--- src/rtl/rcg_pkg.sv ---
// Shared types and constants for the Roberts cross gradient core.
// Used by rcg_ctrl, rcg_datapath and the top level; depends on nothing.

package rcg_pkg;

    // Default sizes handed to the top-level parameters.
    localparam int MAX_WIDTH_DEF  = 1024;
    localparam int PIXEL_BITS_DEF = 8;

    // Field widths and reset values of the configuration registers.
    localparam int WIDTH_REG_BITS  = 11;
    localparam int HEIGHT_REG_BITS = 12;
    localparam logic [WIDTH_REG_BITS-1:0]  WIDTH_RESET  = 11'd450;
    localparam logic [HEIGHT_REG_BITS-1:0] HEIGHT_RESET = 12'd300;

    // APB port sizes.
    localparam int APB_ADDR_BITS = 3;
    localparam int APB_DATA_BITS = 32;

    // Register indexes, taken from paddr[2].
    localparam logic [0:0] REG_IMAGE_WIDTH  = 1'b0;
    localparam logic [0:0] REG_IMAGE_HEIGHT = 1'b1;

    // Controller states.
    typedef enum logic [2:0] {
        ST_IDLE,
        ST_READ,
        ST_DIFF,
        ST_SQUARE,
        ST_ROOT,
        ST_OUT
    } t_state;

    // Which 2x2 window a result is taken from.
    typedef enum logic [1:0] {
        KIND_CENTER,
        KIND_RIGHT,
        KIND_BELOW,
        KIND_CORNER
    } t_kind;

    // Commands from the controller to the datapath.
    typedef struct packed {
        logic  accept;
        logic  capture_up;
        logic  load_diff;
        logic  load_square;
        logic  root_step;
        logic  load_out;
        logic  last;
        t_kind kind;
    } t_cmd;

    // Status from the datapath to the controller.
    typedef struct packed {
        logic emit_any;
        logic last_col;
        logic last_row;
        logic out_free;
    } t_status;

endpackage

--- src/rtl/rcg_ctrl.sv ---
// Controller state machine: sequences pixel acceptance, line store read and
// the per-result difference, square and square root steps. Uses rcg_pkg.

module rcg_ctrl #(
    parameter int PIXEL_BITS = rcg_pkg::PIXEL_BITS_DEF
) (
    input  logic             i_clk,
    input  logic             i_rst_n,
    input  logic             i_pixel_valid,
    output logic             o_pixel_ready,
    input  rcg_pkg::t_status i_status,
    output rcg_pkg::t_cmd    o_cmd
);

    localparam int ROOT_STEPS = PIXEL_BITS + 1;
    localparam int STEP_W     = $clog2(ROOT_STEPS);

    rcg_pkg::t_state r_state, n_state;
    rcg_pkg::t_kind  r_kind, n_kind, w_next_kind;
    logic [STEP_W-1:0] r_step, n_step;
    logic w_has_next;
    logic w_root_done;

    assign w_root_done = (r_step == STEP_W'(ROOT_STEPS - 1));

    // Which result follows the current one within the same pixel.
    always_comb begin
        w_next_kind = rcg_pkg::KIND_CENTER;
        w_has_next  = 1'b0;
        case (r_kind)
            rcg_pkg::KIND_CENTER: begin
                if (i_status.last_col) begin
                    w_next_kind = rcg_pkg::KIND_RIGHT;
                    w_has_next  = 1'b1;
                end else if (i_status.last_row) begin
                    w_next_kind = rcg_pkg::KIND_BELOW;
                    w_has_next  = 1'b1;
                end
            end
            rcg_pkg::KIND_RIGHT: begin
                if (i_status.last_row) begin
                    w_next_kind = rcg_pkg::KIND_BELOW;
                    w_has_next  = 1'b1;
                end
            end
            rcg_pkg::KIND_BELOW: begin
                if (i_status.last_col) begin
                    w_next_kind = rcg_pkg::KIND_CORNER;
                    w_has_next  = 1'b1;
                end
            end
            default: begin
                w_has_next = 1'b0;
            end
        endcase
    end

    // Next state, result kind and root step count.
    always_comb begin
        n_state = r_state;
        n_kind  = r_kind;
        n_step  = r_step;
        case (r_state)
            rcg_pkg::ST_IDLE: begin
                if (i_pixel_valid) begin
                    n_state = rcg_pkg::ST_READ;
                end
            end
            rcg_pkg::ST_READ: begin
                n_kind  = rcg_pkg::KIND_CENTER;
                n_state = i_status.emit_any ? rcg_pkg::ST_DIFF : rcg_pkg::ST_IDLE;
            end
            rcg_pkg::ST_DIFF: begin
                n_state = rcg_pkg::ST_SQUARE;
            end
            rcg_pkg::ST_SQUARE: begin
                n_step  = '0;
                n_state = rcg_pkg::ST_ROOT;
            end
            rcg_pkg::ST_ROOT: begin
                n_step = r_step + STEP_W'(1);
                if (w_root_done) begin
                    n_state = rcg_pkg::ST_OUT;
                end
            end
            rcg_pkg::ST_OUT: begin
                if (i_status.out_free) begin
                    if (w_has_next) begin
                        n_kind  = w_next_kind;
                        n_state = rcg_pkg::ST_DIFF;
                    end else begin
                        n_state = rcg_pkg::ST_IDLE;
                    end
                end
            end
            default: begin
                n_state = rcg_pkg::ST_IDLE;
            end
        endcase
    end

    // Commands for the datapath.
    always_comb begin
        o_cmd         = '0;
        o_cmd.kind    = r_kind;
        o_cmd.last    = !w_has_next;
        o_pixel_ready = 1'b0;
        case (r_state)
            rcg_pkg::ST_IDLE: begin
                o_pixel_ready = 1'b1;
                o_cmd.accept  = i_pixel_valid;
            end
            rcg_pkg::ST_READ: begin
                o_cmd.capture_up = 1'b1;
            end
            rcg_pkg::ST_DIFF: begin
                o_cmd.load_diff = 1'b1;
            end
            rcg_pkg::ST_SQUARE: begin
                o_cmd.load_square = 1'b1;
            end
            rcg_pkg::ST_ROOT: begin
                o_cmd.root_step = 1'b1;
            end
            rcg_pkg::ST_OUT: begin
                o_cmd.load_out = i_status.out_free;
            end
            default: begin
                o_pixel_ready = 1'b0;
            end
        endcase
    end

    // State registers.
    always_ff @(posedge i_clk) begin
        if (!i_rst_n) begin
            r_state <= rcg_pkg::ST_IDLE;
            r_kind  <= rcg_pkg::KIND_CENTER;
            r_step  <= '0;
        end else begin
            r_state <= n_state;
            r_kind  <= n_kind;
            r_step  <= n_step;
        end
    end

endmodule

--- config.mk ---
export PLATFORM = sky130hd
export DESIGN_NAME = rcg_ctrl
export DESIGN_NICKNAME = d
export VERILOG_FILES = /design/src/rtl/rcg_pkg.sv /design/src/rtl/rcg_ctrl.sv
export SDC_FILE = /design/constraint.sdc
export NUM_CORES = 1
export LEC_CHECK = 0
export BUFFER_PORTS_ARGS = -buffer_cell sky130_fd_sc_hd__buf_2
export CORE_AREA = 2 2 39 41
export CTS_BUF_LIST = sky130_fd_sc_hd__clkbuf_8
export CTS_CLUSTER_DIAMETER = 40
export CTS_CLUSTER_SIZE = 16
export DETAILED_ROUTE_END_ITERATION = 10
export DIE_AREA = 0 0 41 43
export PLACE_DENSITY = 0.76
export SLEW_MARGIN = 10
export SYNTH_ARGS = -nofsm -noshare
export SYNTH_HDL_FRONTEND = slang
export SYNTH_SLANG_ARGS = --single-unit
--- constraint.sdc ---
create_clock -name i_clk -period 1.6 [get_ports i_clk]
set_input_delay 0 -clock i_clk [delete_from_list [all_inputs] [get_ports i_clk]]
set_output_delay 0 -clock i_clk [all_outputs]
set_load 0.02 [all_outputs]
# Word-level counts from Yosys, hierarchy flattened
# Cells that the tools add are included.
[totals]
regBits = 9
input_bits = 7
output_inout_bits = 10
[classes]
add_sub_neg = 1
n_eq_ne = 12
n_mux = 25
reduce_logical = 7
[op_table]
columns = ["op", "count"]
rows = [
  ["$pmux 3 s6", 1],
  ["$mux 2", 7],
  ["$mux 1", 10],
  ["$mux 3", 3],
  ["$ne 2x2->1 const B", 4],
  ["$pmux 4 s2", 1],
  ["$eq 3x2->1 const B", 2],
  ["$eq 3x3->1 const B", 2],
  ["$pmux 2 s3", 1],
  ["$reduce_and 3->1", 2],
  ["$add 4x1->4 const B", 1],
  ["$eq 4x4->1 const B", 1],
  ["$pmux 2 s2", 1],
  ["$reduce_bool 2->1", 2],
  ["$eq 3x1->1 const B", 1],
  ["$logic_not 3->1", 1],
  ["$pmux 1 s3", 1],
  ["$eq 2x1->1 const B", 1],
  ["$eq 2x2->1 const B", 1],
  ["$logic_not 2->1", 1],
  ["$logic_not 1->1", 1],
]

# Longest topological paths before layout
[logic_depth]
ltp_word = 6
depth_mapped = 5
mapped_depth_nobuf = 5

# Worst setup path after synthesis
# OpenSTA, ideal clock, no wires.
[synth_path]
kind = "reg-to-reg"
startpoint = "register r_state[1]"
endpoint = "register r_state[0]"
arrival_ps = 1256
required_ps = 1478
path_slack_ps = 222
stages_incl_launch_ff = 6
path_buffers = 1
path_cell_list = "dfxtp_1 > or3b_1 > buf_2 > inv_2 > a211oi_1 > a311o_1"
[synth_between]
elab_chain_cells = 3
elab_cells_between_ends = 11
[synth_rtl]
columns = ["item", "line", "rtl"]
rows = [
  ["start: declaration", "rcg_ctrl.sv:18", "rcg_pkg::t_state r_state, n_state;"],
  ["start signal: assignment", "rcg_ctrl.sv:137", "r_state <= rcg_pkg::ST_IDLE;"],
  ["start signal: assignment", "rcg_ctrl.sv:141", "r_state <= n_state;"],
  ["$eq 3x3->1 / $logic_not 3->1 (equally long branches)", "rcg_ctrl.sv:63", "case (r_state)"],
  ["$ne 2x2->1 (no source line)", "--", ""],
  ["$reduce_and 3->1 (no source line)", "--", ""],
]
# Several ways; a longest one is shown, not always the timed one.
# A chain may end at the register's enable or synchronous reset.

==> impl_results.md <==
- Library cell used as clock root buffer: sky130_fd_sc_hd__clkbuf_8
- Max-slew violations: 0
- Placeable core region: 1380 um2
- Ys flop type: sky130_fd_sc_hd__dfxtp_1
- Total CTS buffers: 3
- Worst hold slack: 0.0612 ns
- Final critical-path share of the clock period: 93.6%
- Detailed-route via count: 562
- Type of the worst setup path: flip-flop to primary output
- Horizontal die dimension: 41 um
- Slew at the pin closest to its max-slew limit: 0.417 ns
- Final cell area excluding filler cells: 712 um2
- Antenna-violating nets left: 0
- Crit Reg-Reg Startpoint: r_state[1]
- Sequential share of the synthesized area: 31.7%
- Hold bufs inserted after CTS: 0
- VDD IR-drop max: 0.786 mV
- CP peak stage delay: 0.47 ns
- Worst hold path endpoint: r_kind[1]
- Reported max-cap violation count: 0
- Maximum level of the CTS H-tree: 1
- Dominant cell type by area after synthesis: sky130_fd_sc_hd__dfxtp_1
- Combined area of all synthesized cells: 568 um2
- GRT Residual Overflow: 0
- Status: finished clean
- Net count after synthesis: 80
- CTS tree: yes
- Total Nets Final: 99
- CP Buf/Inv Count: 3
- Setup Slack @ Placement: 0.175 ns
- Unique cell type count in the Yosys netlist: 31
- Die footprint: 1760 um2
- Number of design rule violations left after detail routing: 0
- Maximum fanout count along the critical path: 9
- Number of port buffers: 16
- Fillers: 129
- Relative slew slack: 71.9%
- 1st-pass router iterations: 4
- Initial standard-cell utilization of the core: 41.0%
- Sequence of cells on the critical path: buf_4 > or3b_1 > inv_1 > buf_2
- Origin of the worst min-delay path: i_rst_n
- Setup violators final: 0
- Placed Instance Area: 667 um2
- Height of the die: 43 um
- Total Routing Usage GR: 17.5%
- Synth warn: 0
- Area share of the leading cell type in the synthesized netlist: 31.7%
- # diodes: 0
- Number of enable-type register cells in the synthesized netlist: 0
- Avg Vias per Cell: 5.35
- Total area of sequential cells: 180 um2
- Routed Wire Length: 1230 um
- Synth top area cells: sky130_fd_sc_hd__dfxtp_1 (32%), sky130_fd_sc_hd__a21boi_1 (6.6%), sky130_fd_sc_hd__or3b_1 (4.6%)
- Post-CTS Setup Bufs: 0
- Row Count: 14
- Reported leakage power: 0.328 nW
- CP top delay family: flip-flops
- Tmin final: 1.50 ns
- Critical-path cell with the highest stage delay: sky130_fd_sc_hd__dfxtp_1
- Post-synthesis instance total: 71
- Number of synthesized register bits: 9
- Most frequent cells in the layout: sky130_fd_sc_hd__buf_2 (16), sky130_fd_sc_hd__dfxtp_1 (9), sky130_fd_sc_hd__inv_1 (7)
- Leading cell type in the layout, fill and taps excluded: sky130_fd_sc_hd__buf_2
- Clock slew at reported path FFs: 0.05 ns
- DR iter-0 viols: 16
- Timing-limited maximum frequency: 668 MHz
- Fraction of layout instances using a drive strength above 1: 25.8%
- Area of combinational cells with multiple inputs: 338 um2
- Sink count of the clock tree: 9
- Post-route clock skew: 0.000502 ns
- Post-Route Utilization: 51.4%
- Layout-stage area growth over the synthesis result: 25.3%
- Clock latency at the later pin of the worst-skew pair: 0.24 ns
- Final worst-path setup slack: 0.103 ns
- Maximum number of pins on one net before global-route repair: 11
- Number of antenna violations at the first check in global routing: 0
- Number of hold violations in the final report: 0
- Worst setup SP type: flip-flop
- Reg-to-reg slack, setup: 0.16 ns
- Number of buffers on the longest clock path: 2
- Post-cts resize count: 0
- Async S/R FF share, synth: 0%
- Reg2Reg Capture Point: r_step[3]
- Path type of the worst min-delay path: input pin to flip-flop
- CP endpoint kind: primary output
- Req. time, crit path: 1.60 ns
- Data arrival time of the critical path: 1.50 ns
- Path depth of the worst reg2reg path: 3
- Routability congestion estimate: 0.773
- RSZ-0062 raised after global routing: no
- Half-perimeter wire length of the detailed placement result: 933 um
- Worst setup path startpoint: r_state[0]
- Drt wl/cell: 11.7 um
- Worst hold path depth: 3
- Vias in the first global route: 501
- I/O pin count: 17
- Fin Setup TNS: 0 ns
- Wire length of the first global-routing pass: 2050 um
- Pwr per Cell Area: 999 nW/um2
- Syn_area_per_cell: 8.00 um2
## kinds of logic (layout without fill, tap and decap cells)
group	Yosys count	count (layout)	synth area share (%)
AOI/OAI and AO/OA	18	18	23.6
adders and majority gates	2	2	4.40
and+or+nand+nor	30	30	31.5
DFF	9	9	31.7
buffers and inverters	12	30	8.81
## per-layer routing
layer  up-vias  routed length [um]  track usage (%)
met5         -                   0                0
met4         0                  24             8.00
met3         2                  70             7.85
met2        19                 603             27.2
met1       252                 532             19.5
li1        289                   -                -
## where the power goes
| part | switching [W] | internal, W | leakage, nW |
|---|---|---|---|
| clock network | 0.000107 | 0.000169 | 0.0269 |
| logic | 0.000100 | 0.0000770 | 0.228 |
| registers | 0.0000212 | 0.000237 | 0.0730 |
| total | 0.000228 | 0.000483 | 0.328 |
## through the flow
step | instances | total power (W)
3_3_place_gp | 101 | 0.000439
2_1_floorplan | 71 | 0.000383
6_report | 105 | 0.000711
3_5_place_dp | 101 | 0.000439
4_1_cts | 105 | 0.000721
5_1_grt | 105 | 0.000747
## worst max path at each step
| stage | to | slack [ns] | cells after the start |
|---|---|---|---|
| after floorplan | r_state[0] | 0.22 | 5 |
| after global placement | r_step[3] | 0.20 | 3 |
| after detailed placement | r_step[3] | 0.18 | 3 |
| after CTS | o_cmd[7] | 0.10 | 4 |
| after global routing | o_cmd[7] | 0.03 | 4 |
| final | o_cmd[7] | 0.10 | 4 |
## synth_stat cells (3+ instances only)
| library cell | count |
|---|---|
| sky130_fd_sc_hd__nand2_1 | 5 |
| sky130_fd_sc_hd__nand2b_1 | 3 |
| sky130_fd_sc_hd__a21boi_1 | 5 |
| sky130_fd_sc_hd__buf_2 | 4 |
| sky130_fd_sc_hd__nor2b_1 | 3 |
| sky130_fd_sc_hd__inv_1 | 6 |
| sky130_fd_sc_hd__or3b_1 | 3 |
| sky130_fd_sc_hd__dfxtp_1 | 9 |
| sky130_fd_sc_hd__nand3_1 | 3 |
| sky130_fd_sc_hd__a21oi_1 | 3 |
## worst min-delay path: cells and delay by family
| family | cells | cell delay [ns] |
|---|---|---|
| buf+inv | 1 | 0.15 |
| compound gates | 1 | 0.04 |
| simple gates | 1 | 0.07 |
## state kept, by name, indices dropped and copies added, names as in the netlist
name / cells
r_step: 4
r_kind: 2
r_state: 3
## layout make-up
| type | count | area share, % |
|---|---|---|
| clock buffer | 3 | 5.80 |
| clock inverter | 1 | 0.527 |
| inverter | 7 | 3.69 |
| multi-input combinational | 50 | 47.5 |
| sequential | 9 | 25.3 |
| tap | 16 | 2.81 |
| timing repair buffer | 19 | 14.4 |
Power figures use the tool's default switching activity.
